--- config.mk ---
export PLATFORM = sky130hd
export DESIGN_NAME = hcbp_pack
export DESIGN_NICKNAME = d
export VERILOG_FILES = /design/src/hcbp_pkg.sv /design/src/hcbp_pack.sv
export SDC_FILE = /design/constraint.sdc
export NUM_CORES = 1
export LEC_CHECK = 0
export BUFFER_PORTS_ARGS = -buffer_cell sky130_fd_sc_hd__buf_4
export CAP_MARGIN = 0
export CORE_AREA = 2 2 179 181
export CTS_CLUSTER_DIAMETER = 150
export DETAILED_ROUTE_END_ITERATION = 6
export DIE_AREA = 0 0 181 183
export MAX_ROUTING_LAYER = met4
export PLACE_DENSITY_LB_ADDON = 0.25
export REMOVE_ABC_BUFFERS = 1
export SLEW_MARGIN = 25
export SYNTH_ARGS = -nofsm -noshare
export SYNTH_HDL_FRONTEND = slang
export SYNTH_SLANG_ARGS = --single-unit
--- constraint.sdc ---
create_clock -name aclk -period 12.14 [get_ports aclk]
set_input_delay 1.214 -clock aclk [delete_from_list [all_inputs] [get_ports aclk]]
set_output_delay 1.214 -clock aclk [all_outputs]
set_load 0.02 [all_outputs]
--- src/hcbp_pkg.sv ---
// Shared types and constants for the Huffman code bit packer.
package hcbp_pkg;

    localparam int WORD_BITS     = 64;
    localparam int SAMPLE_BITS   = 12;
    localparam int MAX_CODE_BITS = 32;
    localparam int LEN_W         = 6;
    localparam int POS_W         = $clog2(WORD_BITS);
    localparam int WBITS_W       = $clog2(WORD_BITS + 1);
    localparam int TOTAL_W       = 32;
    localparam int TABLE_DEPTH   = 1 << SAMPLE_BITS;

    localparam logic [1:0] OP_LOAD   = 2'd0;
    localparam logic [1:0] OP_ENCODE = 2'd1;
    localparam logic [1:0] OP_FLUSH  = 2'd2;

    typedef struct packed {
        logic [1:0]               opcode;
        logic [SAMPLE_BITS-1:0]   sample;
        logic [MAX_CODE_BITS-1:0] code_bits;
        logic [LEN_W-1:0]         code_length;
    } in_item_t;

    typedef struct packed {
        logic [WORD_BITS-1:0] packed_word;
        logic [WBITS_W-1:0]   word_bits;
        logic                 is_final;
        logic [TOTAL_W-1:0]   total_bits;
    } out_item_t;

    typedef struct packed {
        logic [LEN_W-1:0]         len;
        logic [MAX_CODE_BITS-1:0] code;
    } entry_t;

    // Control of the pack stage: occupancy and operation
    typedef struct packed {
        logic       valid;
        logic [1:0] op;
    } stage_t;

endpackage

--- src/hcbp_pack.sv ---
// Pack stage: shift-or of codes into the partial word and result register.
module hcbp_pack (
    input  logic                aclk,
    input  logic                aresetn,
    input  hcbp_pkg::stage_t    ctl,
    input  hcbp_pkg::entry_t    entry,
    output logic                stage_ready,
    output logic                m_valid,
    input  logic                m_ready,
    output hcbp_pkg::out_item_t m_item
);

    localparam int W = hcbp_pkg::WORD_BITS;

    logic [W-1:0]                    word_reg, word_next;
    logic [hcbp_pkg::POS_W-1:0]      pos_reg, pos_next;
    logic [hcbp_pkg::TOTAL_W-1:0]    total_reg, total_next;
    logic                            m_valid_reg;
    hcbp_pkg::out_item_t             m_item_reg, m_item_next;

    logic [W-1:0]                    code_ext, merged, leftover;
    logic [hcbp_pkg::WBITS_W:0]      next_pos;
    logic [hcbp_pkg::WBITS_W-1:0]    used;
    logic [hcbp_pkg::TOTAL_W:0]      sum;
    logic                            full, produce, fire;

    // Compute the packed word, position and total for this item
    always_comb begin
        code_ext   = W'(entry.code);
        merged     = word_reg | (code_ext << pos_reg);
        next_pos   = (hcbp_pkg::WBITS_W + 1)'(pos_reg) + (hcbp_pkg::WBITS_W + 1)'(entry.len);
        full       = next_pos >= (hcbp_pkg::WBITS_W + 1)'(W);
        used       = hcbp_pkg::WBITS_W'(W) - hcbp_pkg::WBITS_W'(pos_reg);
        leftover   = code_ext >> used;
        sum        = {1'b0, total_reg} + (hcbp_pkg::TOTAL_W + 1)'(entry.len);

        word_next   = word_reg;
        pos_next    = pos_reg;
        total_next  = total_reg;
        produce     = 1'b0;
        m_item_next = m_item_reg;

        case (ctl.op)
            hcbp_pkg::OP_ENCODE: begin
                if (entry.len != '0) begin
                    total_next = sum[hcbp_pkg::TOTAL_W] ? '1 : sum[hcbp_pkg::TOTAL_W-1:0];
                    pos_next   = next_pos[hcbp_pkg::POS_W-1:0];
                    if (full) begin
                        produce                 = 1'b1;
                        word_next               = leftover;
                        m_item_next.packed_word = merged;
                        m_item_next.word_bits   = hcbp_pkg::WBITS_W'(W);
                        m_item_next.is_final    = 1'b0;
                        m_item_next.total_bits  = total_next;
                    end else begin
                        word_next = merged;
                    end
                end
            end
            hcbp_pkg::OP_FLUSH: begin
                produce                 = 1'b1;
                m_item_next.packed_word = word_reg;
                m_item_next.word_bits   = hcbp_pkg::WBITS_W'(pos_reg);
                m_item_next.is_final    = 1'b1;
                m_item_next.total_bits  = total_reg;
                word_next               = '0;
                pos_next                = '0;
                total_next              = '0;
            end
            default: begin
            end
        endcase
    end

    // Stall only an item that has a result to place while the slot is taken
    assign stage_ready = !(ctl.valid && produce && m_valid_reg && !m_ready);
    assign fire        = ctl.valid && stage_ready;

    // Hold packer state and the result register
    always_ff @(posedge aclk) begin
        if (!aresetn) begin
            word_reg    <= '0;
            pos_reg     <= '0;
            total_reg   <= '0;
            m_valid_reg <= 1'b0;
        end else begin
            if (fire) begin
                word_reg  <= word_next;
                pos_reg   <= pos_next;
                total_reg <= total_next;
            end
            if (fire && produce) begin
                m_valid_reg <= 1'b1;
            end else if (m_ready) begin
                m_valid_reg <= 1'b0;
            end
        end
        if (fire && produce) begin
            m_item_reg <= m_item_next;
        end
    end

    assign m_valid = m_valid_reg;
    assign m_item  = m_item_reg;

endmodule

; ---- Word level (Yosys, flattened, before mapping)
; Index checks and enable logic that the tools add are counted.
; W data, S select, Z words.
[totals]
register_bits = 207
in_bits = 44
out_inout_bits = 106
elab_cells = 47
[op_classes]
addsub = 3
magnitude_cmp = 1
n_eq_ne = 4
shift = 2
n_mux = 16
n_bitwise = 1
reduce_logical = 12
[ops]
columns = op, count
row1 = $mux W104, 2
row2 = $pmux W104 S2, 1
row3 = $mux W64, 2
row4 = $pmux W64 S2, 1
row5 = $mux W32, 2
row6 = $or A64 B64 Y64, 1
row7 = $pmux W32 S2, 1
row8 = $shl A32 B6 Y64, 1
row9 = $shr A32 B7 Y64, 1
row10 = $add A32 B6 Y33, 1
row11 = $pmux W6 S2, 1
row12 = $add A6 B6 Y7, 1
row13 = $ge A7 B7 Y1 const B, 1
row14 = $sub A7 B6 Y7 const A, 1
row15 = $mux W6, 1
row16 = $reduce_bool A6 Y1, 1
row17 = $logic_and A1 B1 Y1, 5
row18 = $mux W1, 4
row19 = $ne A2 B2 Y1 const B, 2
row20 = $reduce_and A4 Y1, 1
row21 = $reduce_bool A2 Y1, 2
row22 = $reduce_and A3 Y1, 1
row23 = $eq A2 B1 Y1 const B, 1
row24 = $eq A2 B2 Y1 const B, 1
row25 = other kinds (2), 3

; ---- Logic depth before layout (Yosys ltp)
[depth]
word_depth = 12
mapped_depth = 15
ltp_nobuf = 10

; ---- Least setup slack after synthesis
; No wires, ideal clock.
[synth_path]
kind = in2reg
start = input port entry[32] (netlist name)
end = register m_item_reg (netlist bit m_item[0]), enable pin
setup_ps = 694
arrival_time_ps = 9747
required_ps = 11446
slack_ps = 1698
path_stages = 11
path_buffers = 1
cell_sequence = ha_1 > inv_1 > fa_1 > nor2b_1 > o31a_1 > o21a_1 > nor2_1 > clkbuf_1 > nor2_1 > mux2i_1 > nor3_1
[synth_via]
elab_chain_len = 12
word_cells_on_any_way = 15
classes_between = 1 x add/sub / 1 x order compare / 2 x eq/ne / 3 x mux / 8 x reduce/logical
[synth_rtl]
columns = item, line
row1 = start: declaration, hcbp_pack.sv:6  ; input hcbp_pkg::entry_t entry,
row2 = $add A6 B6 Y7, hcbp_pack.sv:31  ; next_pos = (hcbp_pkg::WBITS_W + 1)'(pos_reg) + (hcbp_pkg::WBITS_W + 1)'(entry.len);
row3 = $ge A7 B7 Y1, hcbp_pack.sv:32  ; full = next_pos >= (hcbp_pkg::WBITS_W + 1)'(W);
row4 = $mux W1, hcbp_pack.sv:48  ; if (full) begin
row5 = $mux W1, hcbp_pack.sv:45  ; if (entry.len != '0) begin
row6 = $pmux W1 S2, hcbp_pack.sv:43  ; case (ctl.op)
row7 = $logic_and A1 B1 Y1 (3 in series), hcbp_pack.sv:76  ; assign stage_ready = !(ctl.valid && produce && m_valid_reg && !m_ready);
row8 = $logic_not A1 Y1, hcbp_pack.sv:76
row9 = $logic_and A1 B1 Y1, hcbp_pack.sv:77  ; assign fire = ctl.valid && stage_ready;
row10 = $logic_and A1 B1 Y1, hcbp_pack.sv:98  ; if (fire && produce) begin
row11 = $reduce_and A4 Y1 (no source line) (*), n/a
row12 = end signal: assignment, hcbp_pack.sv:99  ; m_item_reg <= m_item_next;
row13 = end: declaration, hcbp_pack.sv:19  ; hcbp_pkg::out_item_t m_item_reg, m_item_next;
; Every way passes the cells marked *; elsewhere a longest branch is shown, timed or not.
; A chain may end at the register's enable or synchronous reset.

; ---- Worst setup path in the final report
[layout_path]
start = register pos_reg[1] (netlist name)
end = output port stage_ready
[layout_via]
elab_chain_len = 9
[layout_rtl]
columns = item, line
row1 = start: declaration, hcbp_pack.sv:16  ; logic [hcbp_pkg::POS_W-1:0] pos_reg, pos_next;
row2 = start signal: assignment, hcbp_pack.sv:89  ; pos_reg <= pos_next;
row3 = $add A6 B6 Y7, hcbp_pack.sv:31
row4 = $ge A7 B7 Y1, hcbp_pack.sv:32
row5 = $mux W1, hcbp_pack.sv:48
row6 = $mux W1, hcbp_pack.sv:45
row7 = $pmux W1 S2, hcbp_pack.sv:43
row8 = $logic_and A1 B1 Y1 (3 in series), hcbp_pack.sv:76
row9 = $logic_not A1 Y1, hcbp_pack.sv:76
row10 = end: declaration, hcbp_pack.sv:7  ; output logic stage_ready,
; No other way between the ends.

==> reports/qor.yml <==
clock_network:
  htreeDepth: 1
  cts_tree: "yes"
  post_cts_resized: 0
  clk_latency_ns: 0.53
  clockRootBuffer: "clkbuf_16"
  cts.path.max_buffers: 3
  numCtsBuffers: 23
  cts.sinks: 207
  path_clk_slew_ns: 0.06
  hold_buffers: 0
  post-cts-setup-buffer-count: 0
synthesis:
  synth_flop_cell: "edfxtp_1"
  yosys_warnings: 0
  synth-compound-area-share: 0.2233
  yosysSeqAreaShare: 0.3738
  synth_top_family_by_area: "compound AO/OA/AOI/OAI gates"
  synthAdderAreaFrac: 0.01642
  synth-simple-area-share: 0.1497
  synthCells: 1475
  synthDistinctLibCells: 76
  synthMuxAreaShare: 0.1804
  synthXorXnorAreaFrac: 0.007576
  synth_seq_cells: 207
  netlist_area_sq_mm: 0.01387
  syn_avg_cell_area_sq_um: 9.405
  synth_edf_count: 104
  synth-async-reset-ratio: 0
route:
  drt_iter0_markers: 1779
  routed_wl_mm: 48.14
  post-route-drc-count: 0
  drt-vias-per-instance: 6.511
  vias: 12853
  ant_nets: 0
  wl_per_cell_microns: 24.39
  drt-pass1-iter-count: 6
finish:
  syn2layout_area_growth_pct: 15.46
  layout_common_cells: "buf_4, nor2_1, nand2_1"
  diodes: 0
  fin_nets: 1616
  final_util: 0.5129
  drive_gt1_frac: 0.2214
  layout.cells.non_filler: 1974
  largest_reg_flops: 104
  fillCellCount: 2929
  layout_commonest_cell: "buf_4"
setup_path:
  critPathArrivalTime_ns: 3.43
  cp-end-kind: "primary output"
  reg2regPathDepth: 12
  crit_fanout: 62
  path_class: "flop to primary output"
  startpoint_type: "flop"
  worstPathRequired_ns: 10.93
sta:
  worst_hold_slack_ns: 0.4530
  max_slew_margin: 0.2715
  fmax_mhz: 215.1
  final-hold-violation-count: 0
  finalSetupTns_ns: 0
  slew_viol_final: 0
  setup_violations: 0
  fin_crit_ns: 4.649
  worst_pin_slew_ns: 1.081
  clock_skew_ns: 0.01877
  period_share: 0.3829
  grt_setup_unrepaired: "no"
placement:
  io_buffer_count: 149
  hpwl_mm: 33.97
  place.gp.congestion: 1.023
  placed_cells: 1932
global_route:
  grt_antenna_before_repair: 0
  grt_pass1_wl_mm: 72.85
  grtUsageTotal: 0.2914
  grt_overflow_total: 0
  grt_max_degree: 76
  grt_pass1_vias: 11657
floorplan:
  die_area_sq_mm: 0.03312
  fp.dieW_microns: 181
  die_h_microns: 183
  ios: 150
  core_sq_mm: 0.03123
  start_util: 0.4442
  row_count: 65
run_status:
  outcome: "completed"
min_path:
  worstHoldPathCells: 2
  hold_class: "flop to flop"
pwr:
  ir_worst_vdd_uv: 87.46
  cellLeakagePower_nw: 5.992
  power_density_mw_per_mm2: 134.9
job:
  cap_violations: 0
## Yosys cell counts (all sizes together) (40+ instances only)
library cell | number | area [sq um]
edfxtp | 104 | 3123
o21ai | 67 | 335.3
dfxtp | 103 | 2062
mux2i | 52 | 520.5
clkbuf | 80 | 300.3
inv | 40 | 150.1
mux4 | 70 | 1577
a211oi | 53 | 407.9
nor2 | 142 | 535.5
nand3 | 43 | 220.2
nand2 | 133 | 499.2
buf | 41 | 219.0
a21oi | 126 | 630.6
## cell families (layout without fill, tap and decap cells)
group	count (synthesis)	after routing
simple gates	452	452
xor+xnor	12	12
flops	207	207
mux	158	158
buf+inv	163	260
fa+ha+maj	17	17
compound gates	466	466
## layer usage
layer	routed length [microns]	vias up	global-route usage
li1	-	5777	-
met4	1448	0	0.07967
met5	0	-	-
met2	20800	723	0.4228
met3	4496	90	0.04269
met1	21390	6263	0.4259
## layout make-up
cell class / instances / area (sq um) / area share
multi-input cells: 1105 / 8063 / 0.5034
inverters: 42 / 157.7 / 0.009843
clock buffers: 31 / 645.6 / 0.04031
clock inverters: 11 / 133.9 / 0.008359
flip-flops and latches: 207 / 5192 / 0.3242
repair buffers: 176 / 1321 / 0.08249
well taps: 402 / 503.0 / 0.03140
## report_power, final
group / switching [mW] / internal (mW) / total (mW) / leakage (nW)
Sequential: 0.0173 / 0.771 / 0.788 / 1.85
Clock: 0.295 / 0.420 / 0.715 / 0.375
Combinational: 0.426 / 0.231 / 0.657 / 3.77
Total: 0.738 / 1.42 / 2.16 / 5.99
## critical path, stage by stage, from the launching register on
cell and delay, ns:
dfxtp_2 0.31, buf_4 0.59, inv_1 0.36, fa_1 0.50, nor2b_1 0.22, o31a_1 0.21
o21a_1 0.20, nor2_1 0.08, nor2_1 0.14, o21ai_0 0.10, buf_4 0.20
## through the flow
step	setup WS (ns)	instance area, sq um	power [mW]
2_1_floorplan	-0.1776	13350	1.210
3_3_place_gp	7.676	15230	1.436
3_5_place_dp	7.620	15230	1.436
4_1_cts	7.468	16010	2.149
5_1_grt	7.204	16020	2.241
6_report	7.491	16020	2.160
## worst paths after layout
path | end | start | slack [ns]
max | stage_ready | pos_reg[1] | 7.49
min | word_reg[49] | word_reg[49] | 0.45
max reg2reg | m_item[75] | pos_reg[1] | 7.77
min reg2reg | word_reg[49] | word_reg[49] | 0.45
Power figures use the tool's default switching activity.
